File: src/hw/rtl/jdp_pkg.sv
// jdp_pkg: widths, angle constants, arctangent table and the pipeline word type
// shared by the stick conditioning / polar conversion pipeline. no dependencies.
`timescale 1ns / 1ps

package jdp_pkg;

	localparam int AXIS_W       = 16;
	localparam int DZ_W         = 15;
	localparam int SQ_W         = 30;
	localparam int REM_W        = 31;
	localparam int ROOT_W       = 32;
	localparam int CX_W         = 26;
	localparam int Z_W          = 24;
	localparam int ZC_W         = 22;
	localparam int ANG_W        = 24;
	localparam int CORDIC_STEPS = 16;

	localparam logic [DZ_W-1:0]  DEAD_ZONE_RST  = 15'd4000;
	localparam logic [ANG_W-1:0] DEG90          = 24'd2949120;
	localparam logic [ANG_W-1:0] DEG180         = 24'd5898240;
	localparam logic [ANG_W-1:0] DEG360         = 24'd11796480;
	localparam logic [ANG_W-1:0] ANGLE_HALF_LSB = 24'd128;
	localparam logic [15:0]      ANGLE_WRAP     = 16'd46080;

	// atan(2^-i) in 1/32768 degree
	localparam logic signed [Z_W-1:0] ATAN_TAB [CORDIC_STEPS] = '{
		24'sd1474560, 24'sd870484, 24'sd459940, 24'sd233473,
		24'sd117189,  24'sd58652,  24'sd29333,  24'sd14667,
		24'sd7334,    24'sd3667,   24'sd1833,   24'sd917,
		24'sd458,     24'sd229,    24'sd115,    24'sd57
	};

	typedef struct packed {
		logic                     stick;
		logic signed [AXIS_W-1:0] x_norm;
		logic signed [AXIS_W-1:0] y_norm;
		logic [REM_W-1:0]         rem;
		logic [ROOT_W-1:0]        root;
		logic signed [CX_W-1:0]   cx;
		logic signed [CX_W-1:0]   cy;
		logic signed [Z_W-1:0]    z;
	} jdp_iter_t;

endpackage

File: src/hw/rtl/jdp_front.sv
// jdp_front: dead zone and clamp, squares, sum of squares and cordic seed
// (stages 1 to 3). depends on jdp_pkg.
`timescale 1ns / 1ps

module jdp_front (
	input  logic                              clk,
	input  logic                              arst_n,
	input  logic                              advance,
	input  logic                              in_vld,
	input  logic                              stick_index,
	input  logic signed [jdp_pkg::AXIS_W-1:0] x_raw,
	input  logic signed [jdp_pkg::AXIS_W-1:0] y_raw,
	input  logic [jdp_pkg::DZ_W-1:0]          dead_zone,
	output logic                              out_vld,
	output jdp_pkg::jdp_iter_t                out_data
);
	import jdp_pkg::*;

	function automatic logic signed [AXIS_W-1:0] cond_axis(
		input logic signed [AXIS_W-1:0] v,
		input logic [DZ_W-1:0]          dz
	);
		logic signed [AXIS_W:0] vs;
		logic signed [AXIS_W:0] dzs;
		logic signed [AXIS_W-1:0] r;
		vs  = {v[AXIS_W-1], v};
		dzs = signed'({2'b00, dz});
		r   = '0;
		if (vs > dzs || vs < -dzs) begin
			// most negative reading clamps to -full scale
			if (v == {1'b1, {(AXIS_W-1){1'b0}}}) begin
				r = {1'b1, {(AXIS_W-2){1'b0}}, 1'b1};
			end else begin
				r = v;
			end
		end
		return r;
	endfunction

	logic signed [AXIS_W-1:0] xc;
	logic signed [AXIS_W-1:0] yc;
	logic [AXIS_W-1:0]        xa;
	logic [AXIS_W-1:0]        ya;

	logic                     vld_s1;
	logic                     stick_s1;
	logic signed [AXIS_W-1:0] xn_s1;
	logic signed [AXIS_W-1:0] yn_s1;
	logic [DZ_W-1:0]          ax_s1;
	logic [DZ_W-1:0]          ay_s1;

	logic                     vld_s2;
	logic                     stick_s2;
	logic signed [AXIS_W-1:0] xn_s2;
	logic signed [AXIS_W-1:0] yn_s2;
	logic [SQ_W-1:0]          sqx_s2;
	logic [SQ_W-1:0]          sqy_s2;
	logic signed [CX_W-1:0]   cx_s2;
	logic signed [CX_W-1:0]   cy_s2;

	logic                     vld_s3;
	jdp_iter_t                data_s3;

	assign xc = cond_axis(x_raw, dead_zone);
	assign yc = cond_axis(y_raw, dead_zone);
	assign xa = xc[AXIS_W-1] ? AXIS_W'(-xc) : AXIS_W'(xc);
	assign ya = yc[AXIS_W-1] ? AXIS_W'(-yc) : AXIS_W'(yc);

	always_ff @(posedge clk or negedge arst_n) begin
		if (!arst_n) begin
			vld_s1 <= 1'b0;
			vld_s2 <= 1'b0;
			vld_s3 <= 1'b0;
		end else if (advance) begin
			vld_s1 <= in_vld;
			vld_s2 <= vld_s1;
			vld_s3 <= vld_s2;
		end
	end

	always_ff @(posedge clk) begin
		if (advance) begin
			stick_s1 <= stick_index;
			xn_s1    <= xc;
			yn_s1    <= yc;
			ax_s1    <= xa[DZ_W-1:0];
			ay_s1    <= ya[DZ_W-1:0];

			stick_s2 <= stick_s1;
			xn_s2    <= xn_s1;
			yn_s2    <= yn_s1;
			sqx_s2   <= {{(SQ_W-DZ_W){1'b0}}, ax_s1} * {{(SQ_W-DZ_W){1'b0}}, ax_s1};
			sqy_s2   <= {{(SQ_W-DZ_W){1'b0}}, ay_s1} * {{(SQ_W-DZ_W){1'b0}}, ay_s1};
			// cordic works on |x|, |y| scaled by 256
			cx_s2    <= signed'({{(CX_W-DZ_W-8){1'b0}}, ax_s1, 8'b0});
			cy_s2    <= signed'({{(CX_W-DZ_W-8){1'b0}}, ay_s1, 8'b0});

			data_s3.stick  <= stick_s2;
			data_s3.x_norm <= xn_s2;
			data_s3.y_norm <= yn_s2;
			data_s3.rem    <= {1'b0, sqx_s2} + {1'b0, sqy_s2};
			data_s3.root   <= '0;
			data_s3.cx     <= cx_s2;
			data_s3.cy     <= cy_s2;
			data_s3.z      <= '0;
		end
	end

	assign out_vld  = vld_s3;
	assign out_data = data_s3;

endmodule

File: config.mk
export PLATFORM = sky130hd
export DESIGN_NAME = jdp_front
export DESIGN_NICKNAME = d
export VERILOG_FILES = /design/src/hw/rtl/jdp_pkg.sv /design/src/hw/rtl/jdp_front.sv
export SDC_FILE = /design/constraint.sdc
export NUM_CORES = 1
export LEC_CHECK = 0
export BUFFER_PORTS_ARGS = -buffer_cell sky130_fd_sc_hd__buf_2
export CAP_MARGIN = 20
export CORE_MARGIN = 1
export CORE_UTILIZATION = 55
export CTS_BUF_LIST = sky130_fd_sc_hd__clkbuf_4
export CTS_CLUSTER_DIAMETER = 40
export CTS_CLUSTER_SIZE = 40
export DETAILED_ROUTE_END_ITERATION = 10
export PLACE_DENSITY = 0.77
export SYNTH_ARGS = -nofsm -noshare
export SYNTH_HDL_FRONTEND = slang
export SYNTH_SLANG_ARGS = --single-unit
File: constraint.sdc
create_clock -name clk -period 8.05 [get_ports clk]
set_input_delay 1.61 -clock clk [delete_from_list [all_inputs] [get_ports clk]]
set_output_delay 1.61 -clock clk [all_outputs]
set_load 0.02 [all_outputs]
After elaboration in Yosys (flattened, before gate mapping)
Index checks and enable logic that the tools add are counted.

operators by class
  add/sub/neg operators = 4
  $lt $le $gt $ge = 4
  $mul = 2
  reduce and logical (&&, ||, !) cells = 2
  mux-type cells = 6
  shifts and indexed selects = 0
  equal/unequal tests = 2
  div/mod/pow operators = 0
  bitwise logic cells = 0

operators with widths
  cell                  count
  $mux 16               4
  $mul 15x15->30        2
  $lt 16x17->1          2
  $eq 16x16->1 const B  2
  $gt 16x16->1          2
  $add 30x30->31        1
  $mux 15               2
  $neg 15->15           2
  $neg 15->17           1
  $logic_or 1x1->1      2

storage, ports and cells
  ROM bits = 0
  output and inout bits = 173
  bits in writable memories = 0
  flip-flop bits (word level) = 283
  input port bits = 52
  latch bits = 0
  word-level logic and storage cells = 41
  memories kept = 0

Longest topological paths before layout
  word-level depth = 6
  depth in mapped cells = 26
  mapped depth without buffers = 24

Worst setup path before layout
OpenSTA, ideal clock, no wires.

  path kind = reg-to-reg
  start = reg ay_s1[3]
  end = reg sqy_s2[26] (data pin)
  cell stages (with the launch flop) = 27
  data arrival time = 6.004 ns
  setup time = 0.258 ns
  required time = 7.792 ns
  period minus slack after synthesis = 6.261 ns
  buffers on the path = 2
  slack = 1.789 ns
  cells stage by stage = edfxtp_1 > clkbuf_1 > nand2_1 > inv_1 > fa_1 > inv_1 > fa_1 > inv_1 > fa_1 > inv_1 > fa_1 > inv_1 > fa_1 > inv_1 > fa_1 > inv_1 > ha_1 > buf_6 > a21o_1 > nand3b_4 > o2111ai_2 > a21oi_1 > a221o_1 > o211ai_2 > nand2b_1 > a21oi_1 > xnor2_1

on the way
  word-level cells in the longest chain between the ends = 1

ends and longest elaborated chain
  item                      line             text
  start: declaration        jdp_front.sv:50  logic [DZ_W-1:0] ay_s1;
  start signal: assignment  jdp_front.sv:87  ay_s1 <= ya[DZ_W-1:0];
  $mul 15x15->30            jdp_front.sv:93  sqy_s2 <= {{(SQ_W-DZ_W){1'b0}}, ay_s1} * {{(SQ_W-DZ_W){1'b0}}, ay_s1};
  end signal: assignment    jdp_front.sv:93
  end: declaration          jdp_front.sv:57  logic [SQ_W-1:0] sqy_s2;

No other way between the ends.
A chain may end at the register's enable or synchronous reset.

Worst setup path in the final report
  start = reg ay_s1[11]
  end = reg sqy_s2[29] (data pin)

Same word-level chain as after synthesis.

==> impl_results.md <==
* Outcome: completed
* Crit start category: flip-flop
* Worst path slowest cell: edfxtp_1
* Resized Gates After CTS at 0
* CP Max Fanout at 13
* CP Launch Point: ay_s1[11]$_DFFE_PP_
* Area grow syn2layout at 7.263%
* Worst slew pin tran at 1.053 ns
* Hold buffer count at cts at 0
* Worst slew margin at 29.69%
* Final ANT Viol Nets at 0
* Dominant cells by area after synthesis: edfxtp_1, fa_1, ha_1
* # IOs at 225
* GRT overflow at 0
* Vias in the first global route at 17040
* Yosys Warn Count at 0
* Max Cap Viol at 0
* Hold depth at 0
* Num CTS Buffers at 47
* RSZ-0062 raised after global routing: no
* Root Driver: clkbuf_4
* Post-Place Worst Slack at 1.289 ns
* Top cell type by total area after synthesis: edfxtp_1
* H-tree depth at 2
* Final Max Tran Viols at 0
* Crit-path max cell delay at 0.64 ns
* Post-CTS Setup Inserts at 0
* Crit share post-route at 84.30%
* Final setup fails at 0
* Final instance area at 26830 um2
* Register area at 8183 um2
* R2R depth at 22
* Die W at 215.3 um
* Seq/Total Area, Yosys at 32.71%
* Drt pass-1 iters at 5
* Asr flop ratio synth at 1.099%
* Global-route wire length before repair at 83720 um
* Clock Sinks at 273
* Row cnt at 77
* Crit path kind: flip-flop to flip-flop
* Final WS setup at 1.264 ns
* DRC at 0
* Final Hold Fails at 0
* Final std cells w/o fill at 3050
* Hold_sp: yn_s2[15]$_DFFE_PP_
* Clk slew on worst S/H paths at 0.12 ns
* Placed Area at 26040 um2
* Die ar. at 46340 um2
* Post-Syn Instances at 2265
* Core area at 44510 um2
* Syn_area_per_cell at 11.04 um2
* Arrival time worst endpoint at 7.35 ns
* Count leader, synth: inv_1
* Largest net degree at the start of global routing at 83
* Most instantiated cells after synthesis: inv_1, ha_1, fa_1
* Mean number of vias per cell at 5.259
* Detailed placement HPWL at 40150 um
* CTS max path bufs at 3
* Top cell by count, worst path: fa_1
* Antenna violations before repair at 3
* Multi-input gate area at 14640 um2
* Yosys top cell area share at 32.41%
* Synth Cell Area at 25010 um2
* Post-synth EDFFs at 270
* Final layout net count at 3021
* Total track usage at 22.72%
* Initial DRC count at 779
* Worst-path cell chain: inv_1 > nor2_1 > fa_1 > inv_1 > fa_1 > inv_1 > fa_1 > fa_1 > fa_1 > inv_1 > fa_1 > inv_1 > ha_1 > a21o_1 > a21oi_1 > o211ai_1 > a21oi_1 > o21a_1 > o311a_1 > nand2_1 > a31oi_1 > xnor2_1
* Tmin final at 6.786 ns
* Post-Route WL at 50680 um
* Yosys cell types at 76
* Fraction of layout cells with a size suffix above 1 at 11.04%
* Fin Setup TNS at 0 ns
* Critical Path RT at 8.61 ns
* Worst skew pair latency at 0.83 ns
* Placed cell count at 2959
* GP Congestion at 0.8933
* FF+latch count, synth at 273
* Total number of vias at 16040
* CTS tree: yes
* Fmax achieved at 0.1474 GHz
* Fin Clk Skew at 0.07144 ns
* Reg-to-reg critical path startpoint: ay_s1[11]$_DFFE_PP_
* Starting Density at 56.20%
* Hold WC Path Type: flip-flop to flip-flop
* Top FF cell, synth: edfxtp_1
* Endpoint type of the worst setup path: flip-flop
* Filler cells at 3657
* Chip Height at 215.3 um
* Port buffer count at 146
* WL per Instance at 16.62 um
[cell type report]
cell class,instances,share of cell area (%)
Antenna cell,3,0.02798
Inverter,450,6.295
Timing Repair Buffer,152,2.929
Tap cell,592,2.761
Sequential cell,273,30.50
Clock inverter,37,1.502
Multi-Input combinational cell,1492,54.56
Clock buffer,51,1.427
[critical path, delay by kind of cell (launching register included)]
kind / cells / cell delay [ns]
buf+inv: 5 / 0.52
xor+xnor: 1 / 0.10
compound gates: 7 / 1.62
flops: 1 / 0.64
simple gates: 2 / 0.18
fa+ha+maj: 7 / 3.48
[registers in the layout, summed over array words and instances, names as in the netlist, 14 cells and up]
name and count:
out_data 92, sqx_s2 28, sqy_s2 28, xn_s1 16, xn_s2 16, yn_s1 16, yn_s2 16, ax_s1 14
ay_s1 14, cx_s2 14, cy_s2 14
[placed cells by master (no fill, tap or decap), drive strengths merged, types with 34 or more instances in the layout]
master	Yosys	layout
edfxtp	270	270
inv	450	466
a21oi	60	60
nor2	91	91
nand2	138	138
clkbuf	42	51
a21o	34	34
xnor2	76	76
nor2b	37	37
conb	1	78
and2	112	112
ha	280	280
buf	85	152
xor2	52	52
fa	273	273
[metrics by stage]
stage / util, % / hold WS, ns
3_3_place_gp: 58.50 / 0.4009
3_5_place_dp: 58.50 / 0.4045
4_1_cts: 60.26 / 0.4117
2_1_floorplan: - / 0.4003
6_report: 60.28 / 0.4151
5_1_grt: 60.28 / 0.4237
[final timing paths]
check                                           to  slack (ns)
setup reg to reg              sqy_s2[29]$_DFFE_PP_        1.26
setup / recovery              sqy_s2[29]$_DFFE_PP_        1.26
hold reg to reg            out_data[154]$_DFFE_PP_        0.42
min in group asynchronous       vld_s2$_DFFE_PN0P_        0.55
max in group asynchronous      out_vld$_DFFE_PN0P_        7.39
hold / removal             out_data[154]$_DFFE_PP_        0.42
[cells by family after synthesis]
logic type | synth area share, %
and+or+nand+nor | 9.854
buffers and inverters | 9.919
DFF | 32.71
muxes | 0.3901
other | 0.01499
AOI/OAI and AO/OA | 6.773
adders and majority gates | 35.85
xor gates and xnor gates | 4.482
[routing by layer]
| metal | routed length [um] | track usage, % | vias up |
|---|---|---|---|
| li1 | - | - | 7573 |
| met1 | 20350 | 28.38 | 7911 |
| met2 | 25750 | 40.06 | 465 |
| met3 | 3438 | 4.657 | 92 |
| met4 | 1149 | 5.863 | 0 |
| met5 | 0 | 0 | - |
Power is not shown: default switching activity piles up to over one toggle a cycle in this logic, so the estimate is an artifact.
