==> config.mk <==
export PLATFORM = sky130hd
export DESIGN_NAME = jdp_back_flat
export DESIGN_NICKNAME = d
export VERILOG_FILES = /design/src/hw/rtl/jdp_pkg.sv /design/src/hw/rtl/jdp_if.sv /design/src/hw/rtl/jdp_back.sv /design/src/flat_wrapper.sv
export SDC_FILE = /design/constraint.sdc
export NUM_CORES = 1
export LEC_CHECK = 0
export BUFFER_PORTS_ARGS = -buffer_cell sky130_fd_sc_hd__buf_4
export CORE_AREA = 2 2 114 116
export CTS_CLUSTER_DIAMETER = 60
export DETAILED_ROUTE_END_ITERATION = 16
export DIE_AREA = 0 0 116 118
export GPL_ROUTABILITY_DRIVEN = 0
export GPL_TIMING_DRIVEN = 0
export PLACE_DENSITY = 0.89
export SETUP_SLACK_MARGIN = 0.02
export SLEW_MARGIN = 20
export SYNTH_ARGS = -nofsm -noshare
export SYNTH_HDL_FRONTEND = slang
export SYNTH_SLANG_ARGS = --single-unit
==> constraint.sdc <==
create_clock -name clk -period 5.1 [get_ports clk]
set_input_delay 1.53 -clock clk [delete_from_list [all_inputs] [get_ports clk]]
set_output_delay 1.53 -clock clk [all_outputs]
set_load 0.02 [all_outputs]
==> src/hw/rtl/jdp_pkg.sv <==
// jdp_pkg: widths, angle constants, arctangent table and the pipeline word type
// shared by the stick conditioning / polar conversion pipeline. no dependencies.
`timescale 1ns / 1ps

package jdp_pkg;

	localparam int AXIS_W       = 16;
	localparam int DZ_W         = 15;
	localparam int SQ_W         = 30;
	localparam int REM_W        = 31;
	localparam int ROOT_W       = 32;
	localparam int CX_W         = 26;
	localparam int Z_W          = 24;
	localparam int ZC_W         = 22;
	localparam int ANG_W        = 24;
	localparam int CORDIC_STEPS = 16;

	localparam logic [DZ_W-1:0]  DEAD_ZONE_RST  = 15'd4000;
	localparam logic [ANG_W-1:0] DEG90          = 24'd2949120;
	localparam logic [ANG_W-1:0] DEG180         = 24'd5898240;
	localparam logic [ANG_W-1:0] DEG360         = 24'd11796480;
	localparam logic [ANG_W-1:0] ANGLE_HALF_LSB = 24'd128;
	localparam logic [15:0]      ANGLE_WRAP     = 16'd46080;

	// atan(2^-i) in 1/32768 degree
	localparam logic signed [Z_W-1:0] ATAN_TAB [CORDIC_STEPS] = '{
		24'sd1474560, 24'sd870484, 24'sd459940, 24'sd233473,
		24'sd117189,  24'sd58652,  24'sd29333,  24'sd14667,
		24'sd7334,    24'sd3667,   24'sd1833,   24'sd917,
		24'sd458,     24'sd229,    24'sd115,    24'sd57
	};

	typedef struct packed {
		logic                     stick;
		logic signed [AXIS_W-1:0] x_norm;
		logic signed [AXIS_W-1:0] y_norm;
		logic [REM_W-1:0]         rem;
		logic [ROOT_W-1:0]        root;
		logic signed [CX_W-1:0]   cx;
		logic signed [CX_W-1:0]   cy;
		logic signed [Z_W-1:0]    z;
	} jdp_iter_t;

endpackage

==> src/hw/rtl/jdp_if.sv <==


interface jdp_out_if;
	import jdp_pkg::*;
	logic                     valid;
	logic                     ready;
	logic                     stick_out;
	logic signed [AXIS_W-1:0] x_norm;
	logic signed [AXIS_W-1:0] y_norm;
	logic [15:0]              magnitude;
	logic [15:0]              angle;

	modport source (output valid, stick_out, x_norm, y_norm, magnitude, angle, input ready);
	modport sink (input valid, stick_out, x_norm, y_norm, magnitude, angle, output ready);
endinterface

==> src/hw/rtl/jdp_back.sv <==
// jdp_back: root rounding, angle clamp and quadrant fold, 1/128 degree
// rounding and the output register (stages 20 and 21). depends on jdp_pkg, jdp_if.
`timescale 1ns / 1ps

module jdp_back (
	input  logic               clk,
	input  logic               arst_n,
	input  logic               advance,
	input  logic               in_vld,
	input  jdp_pkg::jdp_iter_t in_data,
	jdp_out_if.source          result
);
	import jdp_pkg::*;

	logic [ZC_W-1:0]  zc;
	logic [ANG_W-1:0] zx;
	logic [ANG_W-1:0] quad;
	logic             root_up;
	logic [ANG_W-1:0] rnd;
	logic [15:0]      ang;

	logic                     vld_s20;
	logic                     stick_s20;
	logic signed [AXIS_W-1:0] xn_s20;
	logic signed [AXIS_W-1:0] yn_s20;
	logic [15:0]              mag_s20;
	logic [ANG_W-1:0]         ang_s20;

	logic                     vld_s21;
	logic                     stick_s21;
	logic signed [AXIS_W-1:0] xn_s21;
	logic signed [AXIS_W-1:0] yn_s21;
	logic [15:0]              mag_s21;
	logic [15:0]              ang_s21;

	always_comb begin
		if (in_data.z[Z_W-1]) begin
			zc = '0;
		end else if (in_data.z[Z_W-2:0] > DEG90[Z_W-2:0]) begin
			zc = DEG90[ZC_W-1:0];
		end else begin
			zc = in_data.z[ZC_W-1:0];
		end
		zx = {{(ANG_W-ZC_W){1'b0}}, zc};
		unique case ({in_data.x_norm[AXIS_W-1], in_data.y_norm[AXIS_W-1]})
			2'b00:   quad = zx;
			2'b10:   quad = DEG180 - zx;
			2'b11:   quad = DEG180 + zx;
			default: quad = DEG360 - zx;
		endcase
		// zero vector points at angle zero
		if (in_data.x_norm == '0 && in_data.y_norm == '0) begin
			quad = '0;
		end
	end

	assign root_up = {1'b0, in_data.rem} > in_data.root;
	assign rnd     = ang_s20 + ANGLE_HALF_LSB;
	assign ang     = rnd[ANG_W-1:8];

	always_ff @(posedge clk or negedge arst_n) begin
		if (!arst_n) begin
			vld_s20 <= 1'b0;
			vld_s21 <= 1'b0;
		end else if (advance) begin
			vld_s20 <= in_vld;
			vld_s21 <= vld_s20;
		end
	end

	always_ff @(posedge clk) begin
		if (advance) begin
			stick_s20 <= in_data.stick;
			xn_s20    <= in_data.x_norm;
			yn_s20    <= in_data.y_norm;
			mag_s20   <= in_data.root[15:0] + {15'b0, root_up};
			ang_s20   <= quad;

			stick_s21 <= stick_s20;
			xn_s21    <= xn_s20;
			yn_s21    <= yn_s20;
			mag_s21   <= mag_s20;
			ang_s21   <= (ang == ANGLE_WRAP) ? '0 : ang;
		end
	end

	assign result.valid     = vld_s21;
	assign result.stick_out = stick_s21;
	assign result.x_norm    = xn_s21;
	assign result.y_norm    = yn_s21;
	assign result.magnitude = mag_s21;
	assign result.angle     = ang_s21;

endmodule
==> src/flat_wrapper.sv <==
// flat-port wrapper written by rule: the top's interface ports become plain ports
module jdp_back_flat import jdp_pkg::*;
  (clk, arst_n, advance, in_vld, in_data, result_valid, result_stick_out, result_x_norm, result_y_norm, result_magnitude, result_angle, result_ready);
  jdp_out_if result_i ();
  input  logic clk;
  input  logic arst_n;
  input  logic advance;
  input  logic in_vld;
  input  jdp_pkg::jdp_iter_t in_data;
  output wire logic [$bits(result_i.valid)-1:0] result_valid;
  output wire logic [$bits(result_i.stick_out)-1:0] result_stick_out;
  output wire logic [$bits(result_i.x_norm)-1:0] result_x_norm;
  output wire logic [$bits(result_i.y_norm)-1:0] result_y_norm;
  output wire logic [$bits(result_i.magnitude)-1:0] result_magnitude;
  output wire logic [$bits(result_i.angle)-1:0] result_angle;
  input wire logic [$bits(result_i.ready)-1:0] result_ready;
  assign result_valid = result_i.valid;
  assign result_stick_out = result_i.stick_out;
  assign result_x_norm = result_i.x_norm;
  assign result_y_norm = result_i.y_norm;
  assign result_magnitude = result_i.magnitude;
  assign result_angle = result_i.angle;
  assign result_i.ready = result_ready;
  jdp_back u_core (.clk(clk), .arst_n(arst_n), .advance(advance), .in_vld(in_vld), .in_data(in_data), .result(result_i));
endmodule
Yosys cells after proc, flatten, opt, wreduce, memory -nomap -nowiden
Index checks and enable logic that the tools add are counted.
- flip-flop bits (word level): 140
- latch bits: 0
- RAM bits: 0
- ROM bits: 0
- bits of input ports: 177
- output and inout port bits: 66
- memories: 0
- add/sub/neg operators: 5
- multiply operators: 0
- divide/modulo/power cells: 0
- magnitude comparators: 2
- eq/ne operators: 3
- shift-type cells: 0
- muxes and demuxes: 3
- bitwise operators: 0
- reduce and logical (&&, ||, !) cells: 4
- operators with widths (operator ; count):
    $pmux 24 s3 ; 1
    $mux 22 ; 2
    $gt 31x32->1 ; 1
    $logic_not 16->1 ; 2
    $add 23x22->24 const A ; 1
    $add 24x8->24 const B ; 1
    $sub 23x22->24 const A ; 1
    $sub 24x22->24 const A ; 1
    $gt 23x22->1 const B ; 1
    $add 16x1->16 ; 1
    $eq 16x16->1 const B ; 1
    $eq 2x2->1 const B ; 2
    $logic_not 2->1 ; 1
    $logic_and 1x1->1 ; 1

Depth between registers and ports, before layout
- word-level depth: 5
- depth in mapped cells: 13

Worst setup path before layout
OpenSTA, ideal clock, no wires.
- path type: input -> register
- start: in in_data[101] (netlist name)
- end: reg u_core.mag_s20[12], data pin
- setup time: 0.260 ns
- data arrival time: 3.673 ns
- required time: 4.840 ns
- setup slack: 1.167 ns
- stages: 13
- buffers on the path: 0
- cells stage by stage: inv_1 ha_1 a21o_1 a21o_1 a21o_1 a2111oi_0 or4_1 o211ai_1 ha_1 ha_1 nand3_1 nor3_1 xnor2_1
- cells in the longest elaborated chain, start to end: 2
- RTL lines (element ; line ; RTL):
    start: declaration ; flat_wrapper.sv:9 ; input jdp_pkg::jdp_iter_t in_data;
    $gt 31x32->1 ; jdp_back.sv:57 ; assign root_up = {1'b0, in_data.rem} > in_data.root;
    $add 16x1->16 ; jdp_back.sv:76 ; mag_s20 <= in_data.root[15:0] + {15'b0, root_up};
    end signal: assignment ; jdp_back.sv:76 ;
    end: declaration ; jdp_back.sv:26 ; logic [15:0] mag_s20;
No other way between the ends.
A chain may end at the register's enable or synchronous reset.

Worst setup path after layout
- start: in in_data[101] (netlist name)
- end: reg u_core.mag_s20[14], data pin
Same word-level chain as after synthesis.

==> key figures <==
Routing
  • DR pass1 iterations: 5
  • Initial DRC Count: 522
  • WL/cell: between 15 and 20 um
  • Via count: about 5000
  • DRC viols: 0
  • Post-DRT Antenna Nets: 0
  • Final wirelength: approximately 15 mm
  • Via density per instance: about 5.6

Timing
  • Setup_tns: 0 ns
  • Fin crit share: ~77%
  • Final hold violations: 0
  • Final Setup Violations: 0
  • Hold Slack: around 0.4 ns
  • Tmin final: between 3 and 4 ns
  • Slew headroom: 57.0%
  • Clock Skew: ~0.011 ns
  • Max Fclk: about 250 MHz
  • Max-slew violations: 0
  • Least-Margin Pin Slew: 0.629 ns
  • Setup ws final: roughly 1.2 ns
  • RSZ-0062 raised after global routing: no

Floorplan
  • Core area: 12400 um^2
  • FP Rows: 41
  • Chip width: about 120 um
  • Ports: 243
  • Initial core utilization: about 53%
  • Die extent in y: 118 um
  • Die ar.: approximately 14000 um^2

Global routing
  • Vias in the first global route: ~5000
  • First-pass GRT wire length: about 23 mm
  • GRT Resource Usage Total: 22.1%
  • Antenna violations before repair: 0
  • Largest net degree at the start of global routing: between 90 and 100
  • GR Overflow Total: 0

Logic synthesis
  • Seq/Total Area, Yosys: 60.9%
  • Synth top cells by count: edfxtp_1, inv_1, nor2_1, ha_1, nand2_1
  • Post-synth top area share: approximately 60%
  • Synth area leader: edfxtp_1
  • Count leader, synth: edfxtp_1
  • Flop and latch count out of synthesis: between 100 and 150
  • Ys flop type: edfxtp_1
  • Mapped Nets: a little over 700
  • Avg Cell Area, Syn: roughly 13 um^2
  • Synth top area cells: edfxtp_1, ha_1, xnor2_1, xor2_1, inv_1
  • Warning count from the yosys run: 0
  • Post-synth ARST share: 1.50%
  • Synth Instances: 510
  • Mapped cell area: 6550 um^2
  • Yosys cell types: between 60 and 70
  • Number of synthesized flops with an enable pin: around 130

Cells and area
  • Area added between synthesis and finish: 34.7%
  • Final nets: 928
  • Diode count: 0
  • Share of layout cells above drive strength 1: between 30 and 40%
  • Final Cell Area: slightly below 9000 um^2
  • Post-layout util: a little under three quarters

Setup path
  • Worst Path Max Fanout: 5
  • Flop2flop setup slack: roughly 2.3 ns
  • Crit path DAT: slightly above 4 ns
  • Crit start category: primary input
  • Crit end category: flop
  • CP Data Required Time: roughly 5.3 ns
  • CP Class: primary input to flop

Power
  • Pwr Density: between 300 and 400 nW/um^2
  • VDD IR max: 0.257 mV
  • Leak Pwr: 0.00361 uW

Run status
  • Outcome: finished clean

Placement
  • I/O Buffers: about 190
  • DP HPWL: approximately 11 mm
  • Cell area after placement: between 8000 and 9000 um^2
  • Pre-CTS WS: roughly 0.73 ns

Clocking
  • Setup Buffers After CTS: 0
  • Worst-path clk slew: approximately 0.060 ns
  • Longest Clk Path Bufs: 2
  • CTS Buf Count: 17
  • Post-CTS resize count: 0
  • Htree depth: 4
  • # clock sinks: 133
  • Clock latency on the worst-skew pair: ~0.4 ns
  • CTS Root Cell: clkbuf_16
  • Hold Buf Count CTS: 0
  • CTS tree: built

Run
  • Max-Cap Viols: 0

Worst hold path
  • Min-Delay Path Class: flop to flop
==> cells in the final DEF (no fill, tap or decap), types with 8 or more instances in the layout <==
master / Yosys / final
inv_1: 37 / 37
clkbuf_16: 0 / 17
xnor2_1: 25 / 25
edfxtp_1: 131 / 131
nand4_1: 18 / 18
and3_1: 8 / 8
o21ai_0: 17 / 17
nor2_1: 37 / 37
nor4_1: 10 / 10
nor3_1: 12 / 12
nand3_1: 17 / 17
a21oi_1: 9 / 9
xor2_1: 18 / 18
ha_1: 34 / 34
nand2_1: 26 / 26
clkbuf_1: 9 / 10
buf_4: 0 / 186
==> path summary, 6_finish.rpt <==
| path | start | to | cells after the start |
|---|---|---|---|
| worst max-delay path | in_data[101] | u_core.mag_s20[14] | 14 |
| worst min-delay path | u_core.xn_s20[6] | u_core.result.x_norm[6] | 0 |
| worst max register to register | u_core.ang_s20[7] | u_core.result.angle[10] | 8 |
| worst min register to register | u_core.xn_s20[6] | u_core.result.x_norm[6] | 0 |
| max in group asynchronous | arst_n | u_core.result.valid | 1 |
| min in group asynchronous | arst_n | u_core.vld_s20 | 1 |
==> final cells by class <==
type | instances | area (um^2)
well taps | 172 | 215
repair buffers | 188 | 1440
clock inverters | 14 | 195
clock buffers | 18 | 429
fillers | 837 | 3590
inverters | 37 | 139
multi-input cells | 328 | 2370
plain buffers | 12 | 55.1
flip-flops and latches | 133 | 3980
==> flip-flops by register name, indices dropped and copies added, names as in the netlist, 16 cells and up <==
name and count:
u_core.result.y_norm 16, u_core.result.x_norm 16, u_core.result.angle 16, u_core.ang_s20 17, u_core.xn_s20 16, u_core.yn_s20 16
u_core.mag_s20 16, u_core.result.magnitude 16
==> routing by layer <==
layer | vias up | GRT usage (%) | wire length (um)
li1 | 2362 | - | -
met1 | 2360 | 24.3 | 5310
met2 | 257 | 39.2 | 7810
met3 | 32 | 6.64 | 1160
met4 | 0 | 8.93 | 348
met5 | - | 0 | 0
==> cells by family (layout without fill, tap and decap cells) <==
| logic type | after synthesis | count (layout) | share of synthesized area (%) |
|---|---|---|---|
| simple gates | 158 | 158 | 12.9 |
| xor+xnor | 43 | 43 | 5.75 |
| compound gates | 87 | 87 | 10.0 |
| flops | 133 | 133 | 60.9 |
| fa+ha+maj | 34 | 34 | 6.50 |
| mux | 6 | 6 | 0.994 |
| buf+inv | 49 | 269 | 2.96 |
==> stage by stage <==
stage	total power [uW]	cells
after floorplan	1550	510
after detailed placement	1760	870
final	3000	902
after CTS	3010	902
after global placement	1740	869
after global routing	3110	902
==> worst max-delay path: stages <==
cell,delay [ns]
buf_4,0.08
inv_1,0.03
ha_1,0.30
a21o_1,0.19
a21o_1,0.17
a21o_1,0.17
a2111oi_0,0.42
or4_1,0.20
o211ai_1,0.11
ha_1,0.25
ha_1,0.27
nand3_1,0.17
nor2_1,0.08
xnor2_1,0.13
==> power by group <==
part / internal [uW] / switching, uW / total, uW
Clock: 785 / 468 / 1250
Combinational: 187 / 214 / 400
Sequential: 1300 / 38.0 / 1340
Power figures use the tool's default switching activity.
